===== src/rtl/assert_macros.svh =====
// assertion macros for the sound generator
`ifndef ASSERT_MACROS_SVH
`define ASSERT_MACROS_SVH
`ifndef ASSERT_OFF
`define ASSERT_IMPLIES(label, clk, rst_n, a, c) \
	label: assert property (@(posedge clk) disable iff (!rst_n) (a) |-> (c)) else $error("assertion failed");
`define ASSERT_NEXT(label, clk, rst_n, a, c) \
	label: assert property (@(posedge clk) disable iff (!rst_n) (a) |=> (c)) else $error("assertion failed");
`else
`define ASSERT_IMPLIES(label, clk, rst_n, a, c)
`define ASSERT_NEXT(label, clk, rst_n, a, c)
`endif
`endif


===== src/rtl/ttsg_pkg.sv =====
// ------------------------------------------------------------------
// ttsg_pkg
// shared types and constants of the timer and tone sound generator
// ------------------------------------------------------------------
package ttsg_pkg;
	localparam int MAX_CLOCKS_DEF  = 64;
	localparam int PHASE_BITS_DEF  = 24;
	localparam int UNIT_VOLUME_DEF = 5461;
	localparam logic [29:0] CPS_RESET   = 30'd340446622;
	localparam logic [31:0] SCALE_RESET = 32'd680893175;
	localparam logic [15:0] LFSR_RESET  = 16'hACE1;
	localparam logic [15:0] LFSR_TAPS   = 16'hB400;

	typedef enum logic [1:0] {
		CMD_TICK   = 2'd0,
		CMD_TIMER  = 2'd1,
		CMD_TONE   = 2'd2,
		CMD_EFFECT = 2'd3
	} cmd_t;

	localparam logic CFG_CPS   = 1'b0;
	localparam logic CFG_SCALE = 1'b1;

	typedef struct packed {
		cmd_t       cmd;
		logic [2:0] off;
		logic [7:0] data;
	} item_t;
endpackage


===== src/rtl/timer_tone_sound_generator_core.sv =====
// ------------------------------------------------------------------
// timer_tone_sound_generator_core
// three timers, noise source and three tone dividers mixed to one sample
// ------------------------------------------------------------------
// channel   direction  handshake        payload
// input     in         push / full      command, reg_offset, write_data
// result    out        empty / pop      sample
// config    in         cfg_we           cfg_index, cfg_data
// a tick is worked off by the engine, which walks the noise source and steps
// the timers one clock per cycle
// a tone high-byte write runs through the shared divider
// other writes are done in the idle state; a two-entry queue decouples the input
// reset clears control state and registers at once, not queue storage or divider data; no clearing pass
module timer_tone_sound_generator_core #(
	parameter int MAX_CLOCKS  = ttsg_pkg::MAX_CLOCKS_DEF,
	parameter int PHASE_BITS  = ttsg_pkg::PHASE_BITS_DEF,
	parameter int UNIT_VOLUME = ttsg_pkg::UNIT_VOLUME_DEF
) (
	input  logic        clk,
	input  logic        arst_n,
	input  logic        push,
	output logic        full,
	input  logic [1:0]  command,
	input  logic [2:0]  reg_offset,
	input  logic [7:0]  write_data,
	output logic        empty,
	input  logic        pop,
	output logic [14:0] sample,
	input  logic        cfg_we,
	input  logic        cfg_index,
	input  logic [31:0] cfg_data
);
`include "assert_macros.svh"
	ttsg_pkg::item_t in_item, head;
	logic avail, take, res_valid;
	logic [29:0] cps_q;
	logic [31:0] scale_q;

	assign in_item = '{cmd: ttsg_pkg::cmd_t'(command), off: reg_offset, data: write_data};

	always_ff @(posedge clk or negedge arst_n) begin
		if (!arst_n) begin
			cps_q <= ttsg_pkg::CPS_RESET;
			scale_q <= ttsg_pkg::SCALE_RESET;
		end else if (cfg_we) begin
			if (cfg_index == ttsg_pkg::CFG_CPS) cps_q <= cfg_data[29:0];
			else scale_q <= cfg_data;
		end
	end

	ttsg_front u_front (
		.clk(clk), .arst_n(arst_n), .push(push), .full(full), .in_item(in_item),
		.avail(avail), .take(take), .head(head)
	);

	ttsg_engine #(
		.MAX_CLOCKS(MAX_CLOCKS), .PHASE_BITS(PHASE_BITS), .UNIT_VOLUME(UNIT_VOLUME)
	) u_engine (
		.clk(clk), .arst_n(arst_n), .avail(avail), .take(take), .item(head),
		.cps(cps_q), .scale(scale_q), .res_valid(res_valid), .res_sample(sample),
		.res_room(pop)
	);

	assign empty = !res_valid;

	`ASSERT_IMPLIES(a_take_needs_avail, clk, arst_n, take, avail)
	`ASSERT_NEXT(a_result_held, clk, arst_n, !empty && !pop, !empty && $stable(sample))
	`ASSERT_NEXT(a_full_blocks, clk, arst_n, full && !take, full)
endmodule


===== src/rtl/ttsg_front.sv =====
// ------------------------------------------------------------------
// ttsg_front
// input queue: accepts items and holds them for the engine
// ------------------------------------------------------------------
module ttsg_front (
	input  logic                 clk,
	input  logic                 arst_n,
	input  logic                 push,
	output logic                 full,
	input  ttsg_pkg::item_t      in_item,
	output logic                 avail,
	input  logic                 take,
	output ttsg_pkg::item_t      head
);
	ttsg_pkg::item_t mem_q [2];
	logic [0:0] wp_q, rp_q;
	logic [1:0] cnt_q;

	assign full  = (cnt_q == 2'd2);
	assign avail = (cnt_q != 2'd0);
	assign head  = mem_q[rp_q];

	always_ff @(posedge clk) begin
		if (push && !full) mem_q[wp_q] <= in_item;
	end

	always_ff @(posedge clk or negedge arst_n) begin
		if (!arst_n) begin
			wp_q <= '0;
			rp_q <= '0;
			cnt_q <= '0;
		end else begin
			if (push && !full) wp_q <= wp_q + 1'b1;
			if (take && avail) rp_q <= rp_q + 1'b1;
			cnt_q <= cnt_q + {1'b0, push && !full} - {1'b0, take && avail};
		end
	end
endmodule


===== src/rtl/ttsg_div.sv =====
// ------------------------------------------------------------------
// ttsg_div
// radix-2 restoring divider, one quotient bit per cycle
// ------------------------------------------------------------------
module ttsg_div (
	input  logic        clk,
	input  logic        arst_n,
	input  logic        start,
	input  logic [31:0] num,
	input  logic [15:0] den,
	output logic        busy,
	output logic [31:0] quo
);
	logic [5:0]  cnt_q;
	logic [31:0] q_q;
	logic [15:0] r_q;
	logic [15:0] d_q;
	logic [16:0] trial;

	assign busy = (cnt_q != 6'd0);
	assign quo  = q_q;
	assign trial = {r_q, q_q[31]};

	always_ff @(posedge clk or negedge arst_n) begin
		if (!arst_n) begin
			cnt_q <= '0;
		end else if (start) begin
			cnt_q <= 6'd32;
		end else if (busy) begin
			cnt_q <= cnt_q - 6'd1;
		end
	end

	// remainder stays below the divisor, so 16 bits hold it
	always_ff @(posedge clk) begin
		if (start) begin
			q_q <= num;
			r_q <= '0;
			d_q <= den;
		end else if (busy) begin
			if (trial >= {1'b0, d_q}) begin
				r_q <= 16'(trial - {1'b0, d_q});
				q_q <= {q_q[30:0], 1'b1};
			end else begin
				r_q <= trial[15:0];
				q_q <= {q_q[30:0], 1'b0};
			end
		end
	end
endmodule


===== src/rtl/ttsg_engine.sv =====
// ------------------------------------------------------------------
// ttsg_engine
// back end: register writes and the per-tick timer, noise and tone walk
// ------------------------------------------------------------------
module ttsg_engine #(
	parameter int MAX_CLOCKS  = ttsg_pkg::MAX_CLOCKS_DEF,
	parameter int PHASE_BITS  = ttsg_pkg::PHASE_BITS_DEF,
	parameter int UNIT_VOLUME = ttsg_pkg::UNIT_VOLUME_DEF
) (
	input  logic            clk,
	input  logic            arst_n,
	input  logic            avail,
	output logic            take,
	input  ttsg_pkg::item_t item,
	input  logic [29:0]     cps,
	input  logic [31:0]     scale,
	output logic            res_valid,
	output logic [14:0]     res_sample,
	input  logic            res_room
);
	localparam int CW = 8;
	localparam logic [CW-1:0] MAXC = CW'(MAX_CLOCKS);

	typedef enum logic [8:0] {
		S_IDLE   = 9'b000000001,
		S_DIV    = 9'b000000010,
		S_NOISE  = 9'b000000100,
		S_T0     = 9'b000001000,
		S_NOISE2 = 9'b000010000,
		S_T1     = 9'b000100000,
		S_T2     = 9'b001000000,
		S_TONE   = 9'b010000000,
		S_OUT    = 9'b100000000
	} state_t;
	state_t st_q;

	logic [7:0]  tctl_q [3];
	logic [15:0] trl_q [3];
	logic [15:0] tcnt_q [3];
	logic [2:0]  tout_q;
	logic [15:0] tedge_q [3];
	logic [2:0]  pre_q;
	logic [7:0]  msb_q;
	logic [12:0] vol_q [3];
	logic [7:0]  eff_q;
	logic        nlev_q;
	logic [1:0]  nhist_q;
	logic [15:0] lfsr_q;
	logic [PHASE_BITS-1:0] sph_q;
	logic [2:0]  tog_q;
	logic [15:0] tdiv_q [3];
	logic [2:0]  ten_q;
	logic [31:0] tstep_q [3];
	logic [23:0] tph_q [3];

	logic [CW-1:0] clocks_q, nclk_q, rem_q, nedge_q;
	logic [8:0]    nsteps_q;
	logic [15:0]   edges0_q;
	logic [14:0]   sum_q;
	logic [1:0]    dch_q, tch_q;
	logic          ts_lo_q;

	logic        div_start, div_busy;
	logic [31:0] div_quo;
	logic [15:0] div_den;

	ttsg_div u_div (
		.clk(clk), .arst_n(arst_n), .start(div_start), .num(scale),
		.den(div_den), .busy(div_busy), .quo(div_quo)
	);

	logic noisy;
	assign noisy = ((tctl_q[0] & tctl_q[1] & tctl_q[2] & 8'h02) == 8'h00);
	assign take = (st_q == S_IDLE) && avail;

	// phase add, saturated whole part
	logic [30:0] ph_sum;
	logic [30:0] whole;
	logic [CW-1:0] clk_sat;
	assign ph_sum = 31'(sph_q) + {1'b0, cps};
	assign whole  = ph_sum >> PHASE_BITS;
	assign clk_sat = (whole > 31'(MAX_CLOCKS)) ? MAXC : CW'(whole);

	// one timer, one clock step
	logic [1:0]  tsel;
	logic [15:0] w_cur, w_nx, rl;
	logic        o_nx, edge_inc, t_dual;
	logic [7:0]  lo, hi;
	always_comb begin
		unique case (st_q)
			S_T0:    tsel = 2'd0;
			S_T1:    tsel = 2'd1;
			default: tsel = 2'd2;
		endcase
		w_cur = tcnt_q[tsel];
		rl = trl_q[tsel];
		t_dual = tctl_q[tsel][2];
		lo = w_cur[7:0];
		hi = w_cur[15:8];
		o_nx = tout_q[tsel];
		edge_inc = 1'b0;
		w_nx = w_cur - 16'd1;
		if (t_dual) begin
			if (lo == 8'd0) begin
				if (hi == 8'd0) begin
					o_nx = 1'b0;
					w_nx = rl;
				end else begin
					w_nx = {hi - 8'd1, rl[7:0]};
					if (hi == 8'd1) begin
						o_nx = 1'b1;
						edge_inc = 1'b1;
					end
				end
			end
		end else if (w_cur == 16'd0) begin
			o_nx = ~tout_q[tsel];
			edge_inc = o_nx;
			w_nx = rl;
		end
	end

	logic lf_bit, nl_nx;
	logic [1:0] nh_nx;
	assign lf_bit = lfsr_q[0];
	assign nh_nx  = {nhist_q[0], lf_bit};
	assign nl_nx  = (nh_nx == 2'b01) ? ~nlev_q : nlev_q;

	logic [15:0] edelta;
	assign edelta = tedge_q[0] - edges0_q;

	logic [CW+2:0] pc;
	logic [CW-1:0] c2;
	always_comb begin
		pc = (tctl_q[2][1] ? {3'd0, clocks_q} : {3'd0, nclk_q}) + {{CW{1'b0}}, pre_q};
		c2 = tctl_q[2][0] ? CW'(pc >> 3)
			: (tctl_q[2][1] ? clocks_q : nclk_q);
	end

	logic [23:0] tph_nx;
	assign tph_nx = tph_q[tch_q] + tstep_q[tch_q][23:0];

	// volume steps: level times unit volume over seven
	logic [12:0] vol_lut;
	always_comb begin
		unique case (item.data[2:0])
			3'd0: vol_lut = 13'((0 * UNIT_VOLUME) / 7);
			3'd1: vol_lut = 13'((1 * UNIT_VOLUME) / 7);
			3'd2: vol_lut = 13'((2 * UNIT_VOLUME) / 7);
			3'd3: vol_lut = 13'((3 * UNIT_VOLUME) / 7);
			3'd4: vol_lut = 13'((4 * UNIT_VOLUME) / 7);
			3'd5: vol_lut = 13'((5 * UNIT_VOLUME) / 7);
			3'd6: vol_lut = 13'((6 * UNIT_VOLUME) / 7);
			default: vol_lut = 13'((7 * UNIT_VOLUME) / 7);
		endcase
	end

	assign div_start = take && item.cmd == ttsg_pkg::CMD_TONE &&
		item.off[1:0] != 2'd3 && tog_q[item.off[1:0]];
	assign div_den = {item.data, tdiv_q[item.off[1:0]][7:0]};

	always_ff @(posedge clk or negedge arst_n) begin
		if (!arst_n) begin
			st_q <= S_IDLE;
			for (int i = 0; i < 3; i++) begin
				tctl_q[i] <= '0; trl_q[i] <= '0; tcnt_q[i] <= '0; vol_q[i] <= '0;
				tedge_q[i] <= '0; tdiv_q[i] <= '0; tstep_q[i] <= '0; tph_q[i] <= '0;
			end
			tout_q <= '0; pre_q <= '0; msb_q <= '0; eff_q <= '0;
			nlev_q <= 1'b0; nhist_q <= '0; lfsr_q <= ttsg_pkg::LFSR_RESET;
			sph_q <= '0; tog_q <= '0; ten_q <= '0;
			clocks_q <= '0; nclk_q <= '0; rem_q <= '0; nedge_q <= '0;
			nsteps_q <= '0; edges0_q <= '0; sum_q <= '0; dch_q <= '0;
			tch_q <= '0; ts_lo_q <= 1'b0; res_valid <= 1'b0; res_sample <= '0;
		end else begin
			if (res_valid && res_room) res_valid <= 1'b0;
			unique case (st_q)
				S_IDLE: if (take) begin
					unique case (item.cmd)
						ttsg_pkg::CMD_TICK: begin
							sph_q <= ph_sum[PHASE_BITS-1:0];
							clocks_q <= clk_sat;
							sum_q <= '0;
							nclk_q <= '0;
							nedge_q <= '0;
							edges0_q <= tedge_q[0];
							nsteps_q <= {clk_sat, 1'b0};
							if (tctl_q[0][0]) begin
								tch_q <= 2'd0;
								st_q <= S_TONE;
							end else if (noisy && !eff_q[0]) begin
								st_q <= S_NOISE;
							end else begin
								st_q <= S_T0;
								rem_q <= tctl_q[0][1] ? clk_sat : '0;
							end
						end
						ttsg_pkg::CMD_TIMER: begin
							unique case (item.off)
								3'd0: if (tctl_q[1][0]) tctl_q[0] <= item.data;
									else tctl_q[2] <= item.data;
								3'd1: tctl_q[1] <= item.data;
								3'd2, 3'd4, 3'd6: msb_q <= item.data;
								default: begin
									trl_q[item.off[2:1] - 2'd1] <= {msb_q, item.data};
									tcnt_q[item.off[2:1] - 2'd1] <= {msb_q, item.data};
								end
							endcase
						end
						ttsg_pkg::CMD_TONE: begin
							if (item.off[1:0] == 2'd3) begin
								if (item.data[7:6] != 2'd3)
									ten_q[item.data[7:6]] <= (item.data[3:1] != 3'd0);
							end else if (!tog_q[item.off[1:0]]) begin
								tog_q[item.off[1:0]] <= 1'b1;
								tdiv_q[item.off[1:0]][7:0] <= item.data;
							end else begin
								tog_q[item.off[1:0]] <= 1'b0;
								tdiv_q[item.off[1:0]][15:8] <= item.data;
								dch_q <= item.off[1:0];
								ts_lo_q <= (div_den == 16'd0);
								st_q <= S_DIV;
							end
						end
						default: begin
							if (item.off[1:0] == 2'd0) eff_q <= item.data;
							else vol_q[item.off[1:0] - 2'd1] <= vol_lut;
						end
					endcase
				end
				S_DIV: if (!div_busy) begin
					tstep_q[dch_q] <= ts_lo_q ? 32'd0 : div_quo;
					st_q <= S_IDLE;
				end
				S_NOISE, S_NOISE2: begin
					if (nsteps_q != 9'd0) begin
						lfsr_q <= (lfsr_q >> 1) ^ (lf_bit ? ttsg_pkg::LFSR_TAPS : 16'd0);
						nhist_q <= nh_nx;
						nlev_q <= nl_nx;
						if (nh_nx == 2'b01 && nl_nx) nedge_q <= nedge_q + 1'b1;
						nsteps_q <= nsteps_q - 9'd1;
					end else begin
						nclk_q <= nedge_q;
						if (st_q == S_NOISE) begin
							st_q <= S_T0;
							rem_q <= tctl_q[0][1] ? clocks_q : nedge_q;
						end else begin
							st_q <= S_T1;
							rem_q <= tctl_q[1][1] ? clocks_q : nedge_q;
						end
					end
				end
				S_T0, S_T1, S_T2: begin
					if (tctl_q[tsel][7] && rem_q != '0) begin
						tcnt_q[tsel] <= w_nx;
						tout_q[tsel] <= o_nx;
						if (edge_inc) tedge_q[tsel] <= tedge_q[tsel] + 16'd1;
						rem_q <= rem_q - 1'b1;
					end else begin
						if (tctl_q[tsel][7] && tout_q[tsel] &&
						    !(st_q == S_T0 && eff_q[1]))
							sum_q <= sum_q + {2'd0, vol_q[tsel]};
						unique case (st_q)
							S_T0: if (noisy && eff_q[0]) begin
								st_q <= S_NOISE2;
								nedge_q <= '0;
								nsteps_q <= (edelta > 16'(MAX_CLOCKS)) ?
									{MAXC, 1'b0} : {edelta[CW-1:0], 1'b0};
							end else begin
								st_q <= S_T1;
								rem_q <= tctl_q[1][1] ? clocks_q : nclk_q;
							end
							S_T1: begin
								st_q <= S_T2;
								rem_q <= c2;
								if (tctl_q[2][7] && tctl_q[2][0]) pre_q <= pc[2:0];
							end
							default: begin
								st_q <= S_TONE;
								tch_q <= 2'd0;
							end
						endcase
					end
				end
				S_TONE: begin
					if (ten_q[tch_q]) begin
						tph_q[tch_q] <= tph_nx;
						if (tph_nx[23]) sum_q <= sum_q + 15'(UNIT_VOLUME);
					end
					if (tch_q == 2'd2) st_q <= S_OUT;
					else tch_q <= tch_q + 2'd1;
				end
				default: if (!res_valid) begin
					res_valid <= 1'b1;
					res_sample <= sum_q;
					st_q <= S_IDLE;
				end
			endcase
		end
	end
endmodule


===== config.mk =====
export PLATFORM = sky130hd
export DESIGN_NAME = timer_tone_sound_generator_core
export DESIGN_NICKNAME = d
export VERILOG_FILES = /design/src/rtl/ttsg_pkg.sv /design/src/rtl/timer_tone_sound_generator_core.sv /design/src/rtl/ttsg_front.sv /design/src/rtl/ttsg_div.sv /design/src/rtl/ttsg_engine.sv
export VERILOG_INCLUDE_DIRS = /design/src /design/src/rtl
export SDC_FILE = /design/constraint.sdc
export NUM_CORES = 2
export LEC_CHECK = 0
export BUFFER_PORTS_ARGS = -buffer_cell sky130_fd_sc_hd__buf_2
export CORE_MARGIN = 1
export CORE_UTILIZATION = 65
export CTS_CLUSTER_DIAMETER = 30
export DETAILED_ROUTE_END_ITERATION = 7
export PLACE_DENSITY_LB_ADDON = 0.08
export SYNTH_ARGS = -nofsm -noshare
export SYNTH_HDL_FRONTEND = slang
export SYNTH_SLANG_ARGS = --single-unit

===== constraint.sdc =====
create_clock -name clk -period 12.8 [get_ports clk]
set_clock_uncertainty 0.05 [all_clocks]
set_input_delay 3.84 -clock clk [delete_from_list [all_inputs] [get_ports clk]]
set_output_delay 3.84 -clock clk [all_outputs]
set_load 0.01 [all_outputs]

==> flow_summary.toml <==
[final_layout]
final_layout_size_suffix_gt1_frac = 0.156
syn2layout_area_growth_pct = 15.4
layout_common_cells = "755 x nand2_1, 537 x dfrtp_1, 374 x o21ai_0"
nNetsFinal = 3867
final_common_cell = "nand2_1"
final_util = 0.764

[route]
wire_per_inst_um = 20.4
post-route-drc-count = 0
detailroute.via_count = 28600
vias_per_cell = 6.35
first_iter_violations = 2588
firstDrtPassIters = 6
detail-route-antenna-nets = 0
finalWirelength_um = 91500

[synthesis]
synth.net_count = 3805
synth.area.top_cells = "dfrtp_1 38%, nand2_1 8.1%, edfxtp_1 6.3%"
syn_area_sq_um = 35100
synthFlopType = "dfrtp_1"
synth_top_area_cell = "dfrtp_1"
avgSynthCellArea_sq_um = 9.65
synth_enable_flop_cells = 74
synth_async_sr_flop_share = 0.865
synth.yosys.warnings = 0
netlist-cell-type-count = 104
synth_cells = 3636
synth_sequential_area_ratio = 0.487
synth-seq-cells = 669
yosysTopAreaCellShare = 0.384

[global_routing]
grt_start_max_net_pins = 168
overall_global_routing_resource_usage = 0.338
vias_in_the_first_global_route = 28000
grt_first_pass_wirelength_um = 146000
antenna_found_initial = 6
grt.overflow.total = 0

[floorplan]
die-height_um = 234
std_cell_rows = 84
io-pin-count = 68
initial_core_util = 0.662
die_width_um = 234
dieArea_sq_um = 54900
design.core.area_sq_um = 53000

[setup_path]
worst-path-max-fanout = 23
end_kind = "flop"
critical_path_class = "flop to flop"
setup.worst_path.start_class = "flop"
wp_data_required_ps = 13330
worst_ep_arrival_time_ps = 6110

[timing]
maxSlewHeadroom = 0.0968
grt_setup_unrepaired = "false"
finalMaxSlewViolations = 0
final_setup_fails = 0
post-route-period-util = 0.436
finalSetupTns_ps = 0
tightest_slew_ps = 1350
fmaxAchievable_ghz = 0.179
final_critical_path_setup_slack_ps = 7220
layout_min_cycle_time_ps = 5580
hold_violations = 0

[clock_network]
clk-insertion-delay-late_ps = 720
cts_made_buffers = 131
cts_htree_levels = 4
tritoncts_num_sinks = 669
clk_transition_reported_paths_ps = 60
postCtsSetupRepairBufs = 0
deepest_clock_path_buffer_count = 3
hold_buffers = 0
cts-resized-gates = 0
clock_root_buffer = "clkbuf_16"
cts_tree = "yes"

[pwr]
ir_drop_v = 0.000170
power.leakage_nw = 18.8
power_density_nw_per_um2 = 232

[run_status]
run_status = "finished clean"

[placed_design]
pre_cts_slack_ps = 6580
hpwlAfterDp_um = 59300
routabilityCongestion = 0.952
port-buffer-count = 67

[run]
max_cap_viol_count = 0

[hold_path]
hold_class = "flop to flop"
## registers in the layout, summed over array words and instances, names as in the netlist, 26 cells and up, named ones only
register,cells
u_engine.tph_q,72
u_engine.tstep_q,72
u_engine.tcnt_q,48
u_engine.tedge_q,48
u_engine.trl_q,48
scale_q,32
u_engine.u_div.quo,32
cps_q,30
u_front.mem_q,26
## routing by layer
layer  GRT usage  up-vias  part of all wire
met3      0.0730      238             0.078
met2       0.537     1262              0.47
met4       0.141        0             0.031
met5           0        -                 0
li1            -    13000                 -
met1       0.452    14000              0.42
## worst max-delay path: stages, from the launching register on
cell      delay [ps]
dfrtp_1          620
or4b_1           680
nor3_4           760
buf_4            440
o311ai_0         310
inv_1            200
ha_1             250
nand2_1          170
or3_1            590
nor2_1           170
ha_1             160
inv_1             60
o22ai_4          270
nand3_4          310
mux2_4           410
## path summary, 6_finish.rpt
path | slack (ps) | to | startpoint | cells past startpoint
max | 7220 | u_engine.tedge_q[6] | u_engine.st_q[5] | 14
min | 410 | cps_q[2] | cps_q[2] | 2
max reg2reg | 7220 | u_engine.tedge_q[6] | u_engine.st_q[5] | 14
min reg2reg | 410 | cps_q[2] | cps_q[2] | 2
max in group asynchronous | 7360 | u_engine.tedge_q[10] | arst_n | 3
min in group asynchronous | 3120 | u_engine.tph_q[7] | arst_n | 1
## area by class of cell
cell class	instances	area (sq um)
fillers	3649	12500
clock inverters	55	677
flip-flops and latches	669	17100
repair buffers	119	761
well taps	688	861
clock buffers	183	3800
diodes	5	12.5
inverters	109	409
multi-input cells	2668	16900
## synth_stat cells, types with 39 or more instances
library cell	n
nand2b_1	43
xor2_1	56
edfxtp_1	74
a21o_1	55
xnor2_1	71
a21oi_1	130
ha_1	113
nor2_1	186
dfstp_2	41
nor3_1	49
mux2i_1	91
nand4_1	39
mux2_2	153
nand2_1	755
o21ai_0	375
nand3_1	54
clkbuf_1	158
dfrtp_1	538
inv_1	108
## where the power goes
part / leakage (nW) / internal (W) / switching (W) / total (W)
clock: 2.20 / 0.00227 / 0.00114 / 0.00341
sequential: 8.52 / 0.00268 / 0.000374 / 0.00306
combinational: 8.09 / 0.00106 / 0.00187 / 0.00293
total: 18.8 / 0.00602 / 0.00338 / 0.00940
## metrics by stage
step | total power (W) | hold slack, ps | area (sq um) | cells
after global routing | 0.00986 | 433 | 40500 | 4496
final | 0.00940 | 414 | 40500 | 4496
after global placement | 0.00577 | 398 | 36000 | 4253
after CTS | 0.00936 | 414 | 40500 | 4491
after detailed placement | 0.00590 | 407 | 36000 | 4253
after floorplan | 0.00506 | 388 | 35100 | 3636
## kinds of logic after synthesis
kind of cell               synth area share
and+or+nand+nor                       0.161
adders and majority gates            0.0432
xor gates and xnor gates             0.0317
buffers and inverters                0.0337
DFF                                   0.487
AOI/OAI and AO/OA                     0.158
muxes                                0.0855
Power figures use the tool's default switching activity.
